===== config.mk =====
export PLATFORM = sky130hd
export DESIGN_NAME = oscillator_dac_tracking_control
export DESIGN_NICKNAME = d
export VERILOG_FILES = /design/src/odtc_pkg.sv /design/src/oscillator_dac_tracking_control.sv /design/src/odtc_gain_select.sv /design/src/odtc_core.sv
export SDC_FILE = /design/constraint.sdc
export NUM_CORES = 1
export LEC_CHECK = 0
export BUFFER_PORTS_ARGS = -buffer_cell sky130_fd_sc_hd__buf_4
export CAP_MARGIN = 5
export CORE_MARGIN = 2
export CORE_UTILIZATION = 47
export CTS_BUF_LIST = sky130_fd_sc_hd__clkbuf_2 sky130_fd_sc_hd__clkbuf_4 sky130_fd_sc_hd__clkbuf_8
export DETAILED_ROUTE_END_ITERATION = 6
export MAX_ROUTING_LAYER = met4
export PLACE_DENSITY = 0.61
export SYNTH_ARGS = -nofsm -noshare
export SYNTH_HDL_FRONTEND = slang
export SYNTH_SLANG_ARGS = --single-unit
export TNS_END_PERCENT = 1

===== constraint.sdc =====
create_clock -name aclk -period 24.5 [get_ports aclk]
set_input_delay 1.225 -clock aclk [delete_from_list [all_inputs] [get_ports aclk]]
set_output_delay 1.225 -clock aclk [all_outputs]
set_load 0.02 [all_outputs]

===== src/odtc_pkg.sv =====
`timescale 1ns / 1ps

package odtc_pkg;

    // Gain table geometry: the table always has 16 rows, the parameter picks how many are live
    localparam int TABLE_ROWS = 16;
    localparam int INDEX_W    = 4;
    localparam int DAC_W      = 12;
    localparam int GAIN_W     = 7;
    localparam int BACKOFF_W  = 10;
    localparam int TIME_W     = 32;
    localparam int ERR_W      = 16;
    localparam int CFG_IDX_W  = 3;
    localparam int CFG_DATA_W = 32;

    // Configuration register indexes
    localparam logic [CFG_IDX_W-1:0] REG_COARSE_START   = 3'd0;
    localparam logic [CFG_IDX_W-1:0] REG_QUIET_LIMIT    = 3'd1;
    localparam logic [CFG_IDX_W-1:0] REG_BACKOFF_RELOAD = 3'd2;
    localparam logic [CFG_IDX_W-1:0] REG_FINE_GAIN      = 3'd3;
    localparam logic [CFG_IDX_W-1:0] REG_FINE_LOW       = 3'd4;
    localparam logic [CFG_IDX_W-1:0] REG_FINE_HIGH      = 3'd5;
    localparam logic [CFG_IDX_W-1:0] REG_HALF_STEP      = 3'd6;

    // Register reset values
    localparam logic [DAC_W-1:0]     RST_COARSE_START   = 12'd2048;
    localparam logic [TIME_W-1:0]    RST_QUIET_LIMIT    = 32'd300000;
    localparam logic [BACKOFF_W-1:0] RST_BACKOFF_RELOAD = 10'd999;
    localparam logic [BACKOFF_W-1:0] RST_FINE_GAIN      = 10'd333;
    localparam logic [DAC_W-1:0]     RST_FINE_LOW       = 12'd500;
    localparam logic [DAC_W-1:0]     RST_FINE_HIGH      = 12'd3595;
    localparam logic [DAC_W-1:0]     RST_HALF_STEP      = 12'd500;

    // State reset values
    localparam logic [GAIN_W-1:0]    RST_GAIN    = 7'd5;
    localparam logic [INDEX_W-1:0]   RST_INDEX   = 4'd1;
    localparam logic [BACKOFF_W-1:0] RST_BACKOFF = 10'd7;

    // Lock lamp codes
    localparam logic [1:0] LAMP_TRACK  = 2'd0;
    localparam logic [1:0] LAMP_NEAR   = 2'd1;
    localparam logic [1:0] LAMP_UNLOCK = 2'd2;

    localparam logic [DAC_W-1:0] DAC_MAX = 12'd4095;

    // Seconds thresholds and step multipliers
    localparam logic [14:0] GAIN_SECS [TABLE_ROWS] = '{
        15'd1, 15'd2, 15'd5, 15'd10, 15'd19, 15'd33, 15'd59, 15'd154,
        15'd240, 15'd32767, 15'd32767, 15'd32767, 15'd32767, 15'd32767,
        15'd32767, 15'd32767
    };
    localparam logic [GAIN_W-1:0] GAIN_MULT [TABLE_ROWS] = '{
        7'd70, 7'd70, 7'd65, 7'd55, 7'd40, 7'd11, 7'd5, 7'd3,
        7'd2, 7'd1, 7'd1, 7'd1, 7'd1, 7'd1, 7'd1, 7'd1
    };

    typedef struct packed {
        logic [TIME_W-1:0]    quiet_limit_s;
        logic [BACKOFF_W-1:0] backoff_reload;
        logic [BACKOFF_W-1:0] fine_gain;
        logic [DAC_W-1:0]     fine_low;
        logic [DAC_W-1:0]     fine_high;
        logic [DAC_W-1:0]     half_step;
    } cfg_t;

    typedef struct packed {
        logic [DAC_W-1:0]  coarse_dac;
        logic [DAC_W-1:0]  fine_dac;
        logic              coarse_written;
        logic              fine_written;
        logic              reset_request;
        logic [1:0]        lock_status;
        logic [GAIN_W-1:0] gain_now;
    } result_t;

    // Lamp from a small-error flag and the gain in use
    function automatic logic [1:0] lamp_of(input logic small_err, input logic [GAIN_W-1:0] gain);
        logic [1:0] lamp;
        lamp = LAMP_UNLOCK;
        if (small_err && gain == 7'd2) lamp = LAMP_NEAR;
        else if (small_err && gain == 7'd1) lamp = LAMP_TRACK;
        return lamp;
    endfunction

endpackage


===== src/oscillator_dac_tracking_control.sv =====
`timescale 1ns / 1ps
// Channel   | Beat                                          | Handshake
// ----------+-----------------------------------------------+----------------------
// s_        | count_error, now_seconds                      | s_valid / s_ready
// m_        | coarse/fine DAC, written flags, reset, lamp, gain | m_valid / m_ready
// cfg_      | cfg_index, cfg_data                           | cfg_valid / cfg_ready
//
// One beat per cycle sustained while m_ready is high. A beat is held in the input
// register; the update is combinational from there into the result register, and
// state registers load with the result register, which sets the rate.
// Reset (aresetn low, synchronous) loads register defaults and the initial state.
// A stalled m_ stage holds its beat; the input register still takes one more beat.
// cfg_ready is always high; writes are expected only while the block is idle.

module oscillator_dac_tracking_control #(
    parameter int GAIN_STEPS = 10
) (
    input  logic                                 aclk,
    input  logic                                 aresetn,
    input  logic                                 s_valid,
    output logic                                 s_ready,
    input  logic signed [odtc_pkg::ERR_W-1:0]    s_count_error,
    input  logic [odtc_pkg::TIME_W-1:0]          s_now_seconds,
    output logic                                 m_valid,
    input  logic                                 m_ready,
    output logic [odtc_pkg::DAC_W-1:0]           m_coarse_dac,
    output logic [odtc_pkg::DAC_W-1:0]           m_fine_dac,
    output logic                                 m_coarse_written,
    output logic                                 m_fine_written,
    output logic                                 m_reset_request,
    output logic [1:0]                           m_lock_status,
    output logic [odtc_pkg::GAIN_W-1:0]          m_gain_now,
    input  logic                                 cfg_valid,
    output logic                                 cfg_ready,
    input  logic [odtc_pkg::CFG_IDX_W-1:0]       cfg_index,
    input  logic [odtc_pkg::CFG_DATA_W-1:0]      cfg_data
);

    odtc_pkg::cfg_t    cfg_reg;
    odtc_pkg::result_t res;
    odtc_pkg::result_t m_res_reg;

    logic                                 in_valid_reg;
    logic signed [odtc_pkg::ERR_W-1:0]    in_err_reg;
    logic [odtc_pkg::TIME_W-1:0]          in_now_reg;
    logic                                 m_valid_reg;
    logic                                 step_en;
    logic                                 cfg_wr;
    logic                                 coarse_load;

    assign cfg_ready   = 1'b1;
    assign cfg_wr      = cfg_valid && cfg_ready;
    assign coarse_load = cfg_wr && (cfg_index == odtc_pkg::REG_COARSE_START);

    // Fire the update when the result register is free or being drained
    assign step_en = in_valid_reg && (!m_valid_reg || m_ready);
    assign s_ready = !in_valid_reg || step_en;

    // Configuration registers
    always_ff @(posedge aclk) begin
        if (!aresetn) begin
            cfg_reg.quiet_limit_s  <= odtc_pkg::RST_QUIET_LIMIT;
            cfg_reg.backoff_reload <= odtc_pkg::RST_BACKOFF_RELOAD;
            cfg_reg.fine_gain      <= odtc_pkg::RST_FINE_GAIN;
            cfg_reg.fine_low       <= odtc_pkg::RST_FINE_LOW;
            cfg_reg.fine_high      <= odtc_pkg::RST_FINE_HIGH;
            cfg_reg.half_step      <= odtc_pkg::RST_HALF_STEP;
        end else if (cfg_wr) begin
            case (cfg_index)
                odtc_pkg::REG_QUIET_LIMIT:    cfg_reg.quiet_limit_s  <= cfg_data;
                odtc_pkg::REG_BACKOFF_RELOAD: cfg_reg.backoff_reload <= cfg_data[9:0];
                odtc_pkg::REG_FINE_GAIN:      cfg_reg.fine_gain      <= cfg_data[9:0];
                odtc_pkg::REG_FINE_LOW:       cfg_reg.fine_low       <= cfg_data[11:0];
                odtc_pkg::REG_FINE_HIGH:      cfg_reg.fine_high      <= cfg_data[11:0];
                odtc_pkg::REG_HALF_STEP:      cfg_reg.half_step      <= cfg_data[11:0];
                default: begin
                end
            endcase
        end
    end

    // Input register
    always_ff @(posedge aclk) begin
        if (!aresetn) begin
            in_valid_reg <= 1'b0;
        end else if (s_ready) begin
            in_valid_reg <= s_valid;
        end
    end

    always_ff @(posedge aclk) begin
        if (s_valid && s_ready) begin
            in_err_reg <= s_count_error;
            in_now_reg <= s_now_seconds;
        end
    end

    odtc_core #(
        .GAIN_STEPS(GAIN_STEPS)
    ) u_core (
        .aclk             (aclk),
        .aresetn          (aresetn),
        .cfg              (cfg_reg),
        .coarse_load      (coarse_load),
        .coarse_load_value(cfg_data[11:0]),
        .step_en          (step_en),
        .count_error      (in_err_reg),
        .now_seconds      (in_now_reg),
        .res              (res)
    );

    // Result register
    always_ff @(posedge aclk) begin
        if (!aresetn) begin
            m_valid_reg <= 1'b0;
        end else if (step_en) begin
            m_valid_reg <= 1'b1;
        end else if (m_ready) begin
            m_valid_reg <= 1'b0;
        end
    end

    always_ff @(posedge aclk) begin
        if (step_en) begin
            m_res_reg <= res;
        end
    end

    assign m_valid          = m_valid_reg;
    assign m_coarse_dac     = m_res_reg.coarse_dac;
    assign m_fine_dac       = m_res_reg.fine_dac;
    assign m_coarse_written = m_res_reg.coarse_written;
    assign m_fine_written   = m_res_reg.fine_written;
    assign m_reset_request  = m_res_reg.reset_request;
    assign m_lock_status    = m_res_reg.lock_status;
    assign m_gain_now       = m_res_reg.gain_now;

`ifndef SYNTHESIS
    a_coarse_requests_reset: assert property (@(posedge aclk) disable iff (!aresetn)
        (m_valid && m_coarse_written) |-> m_reset_request)
        else $error("coarse correction without reset request");

    a_written_exclusive: assert property (@(posedge aclk) disable iff (!aresetn)
        m_valid |-> !(m_coarse_written && m_fine_written))
        else $error("coarse and fine written flags both set");

    a_gain_nonzero: assert property (@(posedge aclk) disable iff (!aresetn)
        m_valid |-> (m_gain_now != 7'd0))
        else $error("zero gain in result");

    a_stall_only_when_full: assert property (@(posedge aclk) disable iff (!aresetn)
        !s_ready |-> (in_valid_reg && m_valid_reg && !m_ready))
        else $error("input stalled with room downstream");

    a_step_loads_result: assert property (@(posedge aclk) disable iff (!aresetn)
        step_en |=> m_valid)
        else $error("update fired without a result beat");
`endif

endmodule


===== src/odtc_gain_select.sv =====
`timescale 1ns / 1ps

module odtc_gain_select #(
    parameter int GAIN_STEPS = 10
) (
    input  logic [odtc_pkg::TIME_W-1:0]  elapsed,
    input  logic [odtc_pkg::INDEX_W-1:0] prev_index,
    input  logic                         err_le2,
    output logic [odtc_pkg::GAIN_W-1:0]  gain,
    output logic [odtc_pkg::INDEX_W-1:0] index,
    output logic                         sticky
);

    localparam logic [odtc_pkg::INDEX_W-1:0] LAST = odtc_pkg::INDEX_W'(GAIN_STEPS - 1);

    logic [odtc_pkg::INDEX_W-1:0] hit;
    logic                         above_floor;

    // First live row whose threshold exceeds the elapsed time, else the last row
    always_comb begin
        hit = LAST;
        for (int k = odtc_pkg::TABLE_ROWS - 1; k >= 0; k--) begin
            if (k < GAIN_STEPS - 1 && {17'd0, odtc_pkg::GAIN_SECS[k]} > elapsed) begin
                hit = odtc_pkg::INDEX_W'(k);
            end
        end
    end

    // Slow gains stick unless the error is large and positive
    assign above_floor = (GAIN_STEPS >= 3) && (32'(prev_index) > 32'(GAIN_STEPS - 3));
    assign sticky      = (prev_index > hit) && above_floor && err_le2;
    assign index       = hit;
    assign gain        = sticky ? odtc_pkg::GAIN_MULT[prev_index] : odtc_pkg::GAIN_MULT[hit];

endmodule


===== src/odtc_core.sv =====
`timescale 1ns / 1ps

module odtc_core #(
    parameter int GAIN_STEPS = 10
) (
    input  logic                           aclk,
    input  logic                           aresetn,
    input  odtc_pkg::cfg_t                 cfg,
    input  logic                           coarse_load,
    input  logic [odtc_pkg::DAC_W-1:0]     coarse_load_value,
    input  logic                           step_en,
    input  logic signed [odtc_pkg::ERR_W-1:0] count_error,
    input  logic [odtc_pkg::TIME_W-1:0]    now_seconds,
    output odtc_pkg::result_t              res
);

    localparam logic [odtc_pkg::INDEX_W-1:0] LAST = odtc_pkg::INDEX_W'(GAIN_STEPS - 1);

    logic [odtc_pkg::DAC_W-1:0]     coarse_reg, coarse_next;
    logic [odtc_pkg::DAC_W-1:0]     fine_reg, fine_next;
    logic [odtc_pkg::GAIN_W-1:0]    gain_reg, gain_next;
    logic [odtc_pkg::INDEX_W-1:0]   index_reg, index_next;
    logic [odtc_pkg::BACKOFF_W-1:0] backoff_reg, backoff_next;
    logic [odtc_pkg::TIME_W-1:0]    last_fix_reg, last_fix_next;
    logic [1:0]                     lamp_reg, lamp_next;

    logic                           fine_mode;
    logic [odtc_pkg::TIME_W-1:0]    elapsed;

    // Fine path
    logic signed [2:0]  e_small;
    logic signed [13:0] fine_prod;
    logic signed [15:0] fine_sum;
    logic signed [15:0] avg;
    logic [odtc_pkg::DAC_W-1:0] avg_sat;
    logic               avg_hi, avg_lo;

    // Coarse path
    logic signed [16:0] e_adj;
    logic signed [16:0] e_quot;
    logic signed [13:0] q;
    logic [13:0]        mag;
    logic [20:0]        step;
    logic [13:0]        step_cl;
    logic signed [15:0] nc;
    logic [odtc_pkg::DAC_W-1:0] nc_cl;
    logic signed [13:0] nf;
    logic               err_le2, err_small;

    logic [odtc_pkg::GAIN_W-1:0]  sel_gain;
    logic [odtc_pkg::INDEX_W-1:0] sel_index;
    logic                         sel_sticky;

    assign elapsed = now_seconds - last_fix_reg;
    assign fine_mode = (count_error > -16'sd4) && (count_error < 16'sd4) && (gain_reg <= 7'd1);

    // Fine target average, truncated toward zero
    assign e_small   = count_error[2:0];
    assign fine_prod = 14'(e_small) * 14'($signed({1'b0, cfg.fine_gain}));
    assign fine_sum  = $signed({4'd0, coarse_reg}) + {{2{fine_prod[13]}}, fine_prod}
                     + $signed({4'd0, fine_reg});
    assign avg       = (fine_sum + $signed({15'd0, fine_sum[15]})) >>> 1;
    assign avg_sat   = avg[15] ? '0 : (avg > 16'sd4095 ? odtc_pkg::DAC_MAX : avg[11:0]);
    assign avg_hi    = avg > $signed({4'd0, cfg.fine_high});
    assign avg_lo    = avg < $signed({4'd0, cfg.fine_low});

    // Coarse error: divide by four toward zero
    assign e_adj   = {count_error[15], count_error} + (count_error[15] ? 17'sd3 : 17'sd0);
    assign e_quot  = e_adj >>> 2;
    assign q       = e_quot[13:0];
    assign mag     = q[13] ? 14'(-q) : q;
    assign err_le2 = q <= 14'sd2;
    assign err_small = (q >= -14'sd1) && (q <= 14'sd1);

    odtc_gain_select #(
        .GAIN_STEPS(GAIN_STEPS)
    ) u_gain_select (
        .elapsed   (elapsed),
        .prev_index(index_reg),
        .err_le2   (err_le2),
        .gain      (sel_gain),
        .index     (sel_index),
        .sticky    (sel_sticky)
    );

    // Coarse step, clamped to the DAC range
    assign step    = 21'(mag) * 21'(sel_gain);
    assign step_cl = (step > 21'd8192) ? 14'd8192 : step[13:0];
    assign nc      = q[13] ? $signed({4'd0, coarse_reg}) - $signed({2'd0, step_cl})
                           : $signed({4'd0, coarse_reg}) + $signed({2'd0, step_cl});
    assign nc_cl   = nc[15] ? '0 : (nc > 16'sd4095 ? odtc_pkg::DAC_MAX : nc[11:0]);

    // Half-step compensation for a single coarse step
    assign nf = q[13] ? $signed({2'd0, fine_reg}) + $signed({2'd0, cfg.half_step})
                      : $signed({2'd0, fine_reg}) - $signed({2'd0, cfg.half_step});

    // State update and result
    always_comb begin
        coarse_next   = coarse_reg;
        fine_next     = fine_reg;
        gain_next     = gain_reg;
        index_next    = index_reg;
        backoff_next  = backoff_reg;
        last_fix_next = last_fix_reg;
        lamp_next     = lamp_reg;
        res.coarse_written = 1'b0;
        res.fine_written   = 1'b0;
        res.reset_request  = 1'b0;
        if (fine_mode) begin
            if (count_error != 16'sd0) begin
                fine_next = avg_sat;
                res.fine_written = (avg_sat != fine_reg);
                if (backoff_reg == '0 || avg_hi || avg_lo) begin
                    res.reset_request = 1'b1;
                    backoff_next = cfg.backoff_reload;
                end else begin
                    backoff_next = backoff_reg - 10'd1;
                end
            end
        end else if (q != 14'sd0) begin
            gain_next = sel_gain;
            if (!sel_sticky) index_next = sel_index;
            coarse_next = nc_cl;
            if (step == 21'd1) begin
                fine_next = (nf < 14'sd0 || nf > 14'sd4095) ? nc_cl : nf[11:0];
            end else begin
                fine_next = nc_cl;
            end
            lamp_next     = odtc_pkg::lamp_of(err_small, sel_gain);
            last_fix_next = now_seconds;
            backoff_next  = cfg.backoff_reload;
            res.coarse_written = 1'b1;
            res.reset_request  = 1'b1;
        end else begin
            if (elapsed > cfg.quiet_limit_s) begin
                gain_next  = 7'd1;
                index_next = LAST;
            end
            lamp_next = odtc_pkg::lamp_of(1'b1, gain_next);
        end
        res.coarse_dac  = coarse_next;
        res.fine_dac    = fine_next;
        res.lock_status = lamp_next;
        res.gain_now    = gain_next;
    end

    // State registers
    always_ff @(posedge aclk) begin
        if (!aresetn) begin
            coarse_reg   <= odtc_pkg::RST_COARSE_START;
            fine_reg     <= '0;
            gain_reg     <= odtc_pkg::RST_GAIN;
            index_reg    <= odtc_pkg::RST_INDEX;
            backoff_reg  <= odtc_pkg::RST_BACKOFF;
            last_fix_reg <= '0;
            lamp_reg     <= odtc_pkg::LAMP_UNLOCK;
        end else if (coarse_load) begin
            coarse_reg <= coarse_load_value;
        end else if (step_en) begin
            coarse_reg   <= coarse_next;
            fine_reg     <= fine_next;
            gain_reg     <= gain_next;
            index_reg    <= index_next;
            backoff_reg  <= backoff_next;
            last_fix_reg <= last_fix_next;
            lamp_reg     <= lamp_next;
        end
    end

endmodule


== Word level (Yosys, flattened, before mapping) ==
Memories as Yosys holds them, arrays and structs flattened.
Index checks and enable logic that the tools add are counted.

* Equal/unequal tests: 14
* Multiply operators: 2
* Div/mod/pow operators: 0
* Add/subtract/negate cells: 11
* Shift operators: 0
* Mux-type cells: 56
* Reduce and logical (&&, ||, !) cells: 36
* Bitwise operators: 4
* $lt $le $gt $ge: 27

{| class="wikitable"
|+ Operators with widths
! kind !! count
|-
| $mux 12 || 13
|-
| $mux 7 || 10
|-
| $gt 6x32->1 const A || 2
|-
| $gt 8x32->1 const A || 2
|-
| $mux 4 || 11
|-
| $mux 14 || 3
|-
| $mux 10 || 4
|-
| $add 16x2->16 || 2
|-
| $gt 1x32->1 const A || 1
|-
| $gt 2x32->1 const A || 1
|-
| $gt 3x32->1 const A || 1
|-
| $gt 32x32->1 || 1
|-
| $gt 4x32->1 const A || 1
|-
| $gt 5x32->1 const A || 1
|-
| $sub 32x32->32 || 1
|-
| $eq 21x1->1 const B || 1
|-
| $gt 21x14->1 const B || 1
|-
| $mul 14x7->21 || 1
|-
| $add 16x12->16 || 1
|-
| $gt 16x13->1 const B || 1
|-
| $gt 16x3->1 const B || 1
|-
| $lt 16x4->1 const B || 1
|-
| $mux 16 || 1
|-
| $reduce_and 2->1 || 8
|-
| 41 further kinds || 80
|}

* Bits in registers: 253
* RAM bits: 0
* ROM bits: 224
* Output and inout bits: 39
* Latch bits: 0
* Memories kept: 2

{| class="wikitable"
|+ Memories
! name !! depth !! width !! read ports !! clocked after Yosys merged registers in !! wr ports !! RTL line !! text
|-
| (no name shown) || 16 || 7 || 1 || 0 || 0 || odtc_gain_select.sv:33 || <nowiki>assign gain = sticky ? odtc_pkg::GAIN_MULT[prev_index] : odtc_pkg::GAIN_MULT[hit];</nowiki>
|-
| (no name shown) || 16 || 7 || 1 || 0 || 0 || odtc_gain_select.sv:33 ||
|}

== Logic depth before layout (Yosys ltp) ==
* Word-level depth: 28
* Mapped depth: 63

== Modules after synthesis ==
Synthesis repeated with hierarchy kept, for this count alone.

* Cell total of the unflattened synthesis: 2625
* Area, all modules: 22300.1 um^2

{| class="wikitable"
|+ Modules (own cells, without submodules)
! module !! area an instance (um^2) !! cells an instance !! times used !! seq. area each (um^2)
|-
| odtc_core || 15598.7 || 2102 || 1 || 1581.5
|-
| oscillator_dac_tracking_control || 6144.6 || 442 || 1 || 4324.1
|-
| odtc_gain_select || 556.8 || 81 || 1 || 0.0
|}

== Worst setup path after synthesis ==
Ideal clock, no wire load.

* Path kind: register -> register
* Start: reg in_now_reg[0] (netlist name)
* End: reg m_res_reg, in the netlist m_fine_dac[10], data pin
* Library setup time: 0.259 ns
* Period minus slack after synthesis: 12.926 ns
* Stages on the path, launching flop included: 59
* Buffers on the path: 3
* Path slack: 11.574 ns
* Arrival time: 12.667 ns
* Data required time: 24.241 ns
* Cell sequence: edfxtp_1 inv_1 ha_1 inv_1 fa_1 a21oi_1 o211ai_1 nand3_2 a2111oi_2 or4_4 a211o_1 or4_4 nor3_1 nand3_1 ha_1 nor2b_1 o21ai_0 nand2b_1 [... 23 more ...] nor2b_1 ha_1 inv_1 fa_1 a21oi_1 o211ai_1 o41ai_1 o21ai_0 a21oi_1 nor2_1 o22ai_1 mux2i_1 o32a_1 o21ai_2 buf_6 nand2_2 a22oi_1 nand2_1

{| class="wikitable"
|+ RTL lines
! element !! RTL line !! text
|-
| from (decl) || oscillator_dac_tracking_control.sv:45 || <nowiki>logic [odtc_pkg::TIME_W-1:0] in_now_reg;</nowiki>
|-
| from (signal assigned) || oscillator_dac_tracking_control.sv:94 || <nowiki>in_now_reg <= s_now_seconds;</nowiki>
|-
| to (signal assigned) || oscillator_dac_tracking_control.sv:125 || <nowiki>m_res_reg <= res;</nowiki>
|-
| to (decl) || oscillator_dac_tracking_control.sv:41 || <nowiki>odtc_pkg::result_t m_res_reg;</nowiki>
|}

==> metrics.txt <==
status complete, no violations; fin util 0.526; sequential area share after synthesis 0.257; clock share of power 0.311; max_slew headroom 0.245; final wirelength 70.9 mm; vias in the first global route 20500; Skew-Pair Late Insertion Delay 0.65 ns; synthesized area 23000 µm²; Post-synth ARST share 0; Post-Synth Simple-Gate Area 0.222; # diodes 0; via count of the routed design 20900; WP data required 24.85 ns; GRT Total Usage 0.289; Seq pwr share 0.305; Max stage delay on crit path 0.66 ns; Pre-antenna DRT Iters 6; Pint 980 µW; H-tree depth 2; final setup fails 0; setup TNS 0 ns; Fillers 4705; Iter 0 DRT Violations 1514; Root Buffer clkbuf_8; die footprint 50700 µm²; Logic pwr share 0.384; Routability Congestion 0.942; Compound-Gate Fraction of Synth Area 0.210; most common cell after layout, fill and taps aside nand2_1; Residual DRC 0; remaining antenna violation count 0; initial antenna violation count 0; Syn-to-layout area delta 11.4%; Final Skew 0.0443 ns; Port Buffers 125; Slew @ Worst Pin 1.13 ns; Crit Path Category register to register; Final Max Slew Viols 0; Period Utilization, post-route 0.637; critical path's slowest cell a21oi_1; adder-cell area share of the yosys netlist 0.196; sw power 594 µW; share of the synthesized area in the top cell type 0.147; YS warnings 0; Crit Path Max Fanout 14; Initial Util 0.472; Worst Setup End Kind register; register-to-register setup slack 8.89 ns; die height 225 µm; CTS Sinks 253; DR vias/cell 5.79; largest family of logic cells by synthesized area simple AND/OR/NAND/NOR gates; gr ovfl total 0; io pins 127; proportion of layout cells with a drive suffix above 1 0.101; flip-flop count of the largest register after layout 88; CTS max path bufs 3; synth top area cells dfxtp_1 (15%), ha_1 (12%), edfxtp_1 (11%); first-pass GRT wire length 112 mm; row count 81; Sw Ratio 0.378; Lkg Pwr 11.0 nW; Worst EP arrival 15.96 ns; CTS Hold Bufs 0; Die Width 225 µm; Power per Cell Area 61.5 nW/µm²; Most Frequent Cell on Critical Path fa_1; Distinct cells, synth 107; Clk pin slew, worst setup/hold paths 0.06 ns; cts repair resizes 0; most frequent cells in the layout nand2_1 (405), inv_1 (278), ha_1 (224); max-cap check violation count 0; Max VDD drop 0.0000452 V; Hold Fails Final Rpt 0; CP Launch Type register; Cells after Synth 2854; mux cell area share after synthesis 0.0112; largest net degree at the start of global routing 91; Setup Fix Bufs, Post-CTS 0; number of synthesized register bits 253; Post-synth top flop dfxtp_1; min cycle time layout 15.61 ns; RSZ-0062 raised after global routing false; Post-Synth XOR/XNOR Area 0.0370; post-synth top area cell dfxtp_1; Syn Area/Cell 8.05 µm²; FMAX 64.1 MHz; DPL Wire Length 53.8 mm; core area 48600 µm²; TritonCTS Buffers 48; CTS tree done; Worst Hold Class register to register; drt wl/cell 19.6 µm; number of flops mapped to enable cells by yosys 84; Syn Nets 3251; Final #Nets 3344
-- final timing paths --
check / from / endpoint / depth (start not counted)
setup reg to reg: in_now_reg[0] / m_fine_dac[10] / 53
hold reg to reg: u_core.last_fix_reg[20] / u_core.last_fix_reg[20] / 2
setup / recovery: in_now_reg[0] / m_fine_dac[10] / 53
hold / removal: u_core.last_fix_reg[20] / u_core.last_fix_reg[20] / 2
-- critical path, delay by kind of cell, from the launching register on --
| kind | cells | cell delay (ns) |
|---|---|---|
| and+or+nand+nor | 20 | 5.21 |
| AOI/OAI and AO/OA | 18 | 5.14 |
| adders and majority gates | 10 | 3.95 |
| DFF | 1 | 0.38 |
| xor gates and xnor gates | 1 | 0.37 |
| buffers and inverters | 4 | 0.25 |
-- power groups by stage --
stage	registers (mW)	logic (mW)	clock network [mW]
after global routing	0.482	0.669	0.520
final	0.480	0.604	0.490
after CTS	0.479	0.594	0.501
after detailed placement	0.488	0.590	0
after floorplan	0.484	0.423	0
after global placement	0.488	0.578	0
-- cell families after synthesis --
kind of cell | after synthesis
XOR/XNOR | 97
buffers and inverters | 389
adder cells (fa/ha/maj) | 310
multiplexers | 25
flip-flops | 253
AO/OA/AOI/OAI | 715
other | 1
AND/OR/NAND/NOR | 1064
-- cells in the mapped netlist (all sizes together), types with 11 or more instances --
master  instances
o211ai         46
a21oi         155
nor2b          51
nor3           55
a21o           41
xnor2          71
o21a           29
o22ai          18
edfxtp         84
clkbuf         86
a221oi         11
dfxtp         169
or3            26
nand2         408
o21bai         15
a21boi         95
ha            224
a211oi         29
and2           36
nand2b         66
and3           25
a31oi          20
nand3          68
inv           280
or2            13
o21ai         135
fa             85
nor2          218
nor4           14
buf            22
o31ai          12
a22oi          17
mux2i          19
xor2           26
nand4          35
-- per-stage QoR --
step / instances / hold WS [ns] / power, mW / cell area (µm²) / setup WS [ns]
2_1_floorplan: 2854 / 0.435 / 0.907 / 23000 / 11.57
6_report: 3608 / 0.463 / 1.57 / 25600 / 8.89
4_1_cts: 3608 / 0.467 / 1.57 / 25600 / 9.08
3_3_place_gp: 3519 / 0.452 / 1.07 / 24500 / 9.67
3_5_place_dp: 3519 / 0.458 / 1.08 / 24500 / 9.24
5_1_grt: 3608 / 0.481 / 1.67 / 25600 / 7.65
-- layer usage --
metal  vias to the layer above  track usage  share of wire
li1                      10200            -              -
met1                     10000        0.385           0.47
met2                       597        0.466           0.45
met3                       118       0.0327          0.053
met4                         0       0.0805          0.025
met5                         -            -              0
-- cell type report --
cell class / instances / area, µm² / share of cell area
Multi-Input combinational cell: 2212 / 15600 / 0.609
Sequential cell: 253 / 5910 / 0.231
Timing Repair Buffer: 151 / 1130 / 0.0443
Inverter: 281 / 1050 / 0.0412
Clock buffer: 69 / 868 / 0.0339
Tap cell: 622 / 778 / 0.0304
Clock inverter: 20 / 260 / 0.0102
Power figures use the tool's default switching activity.
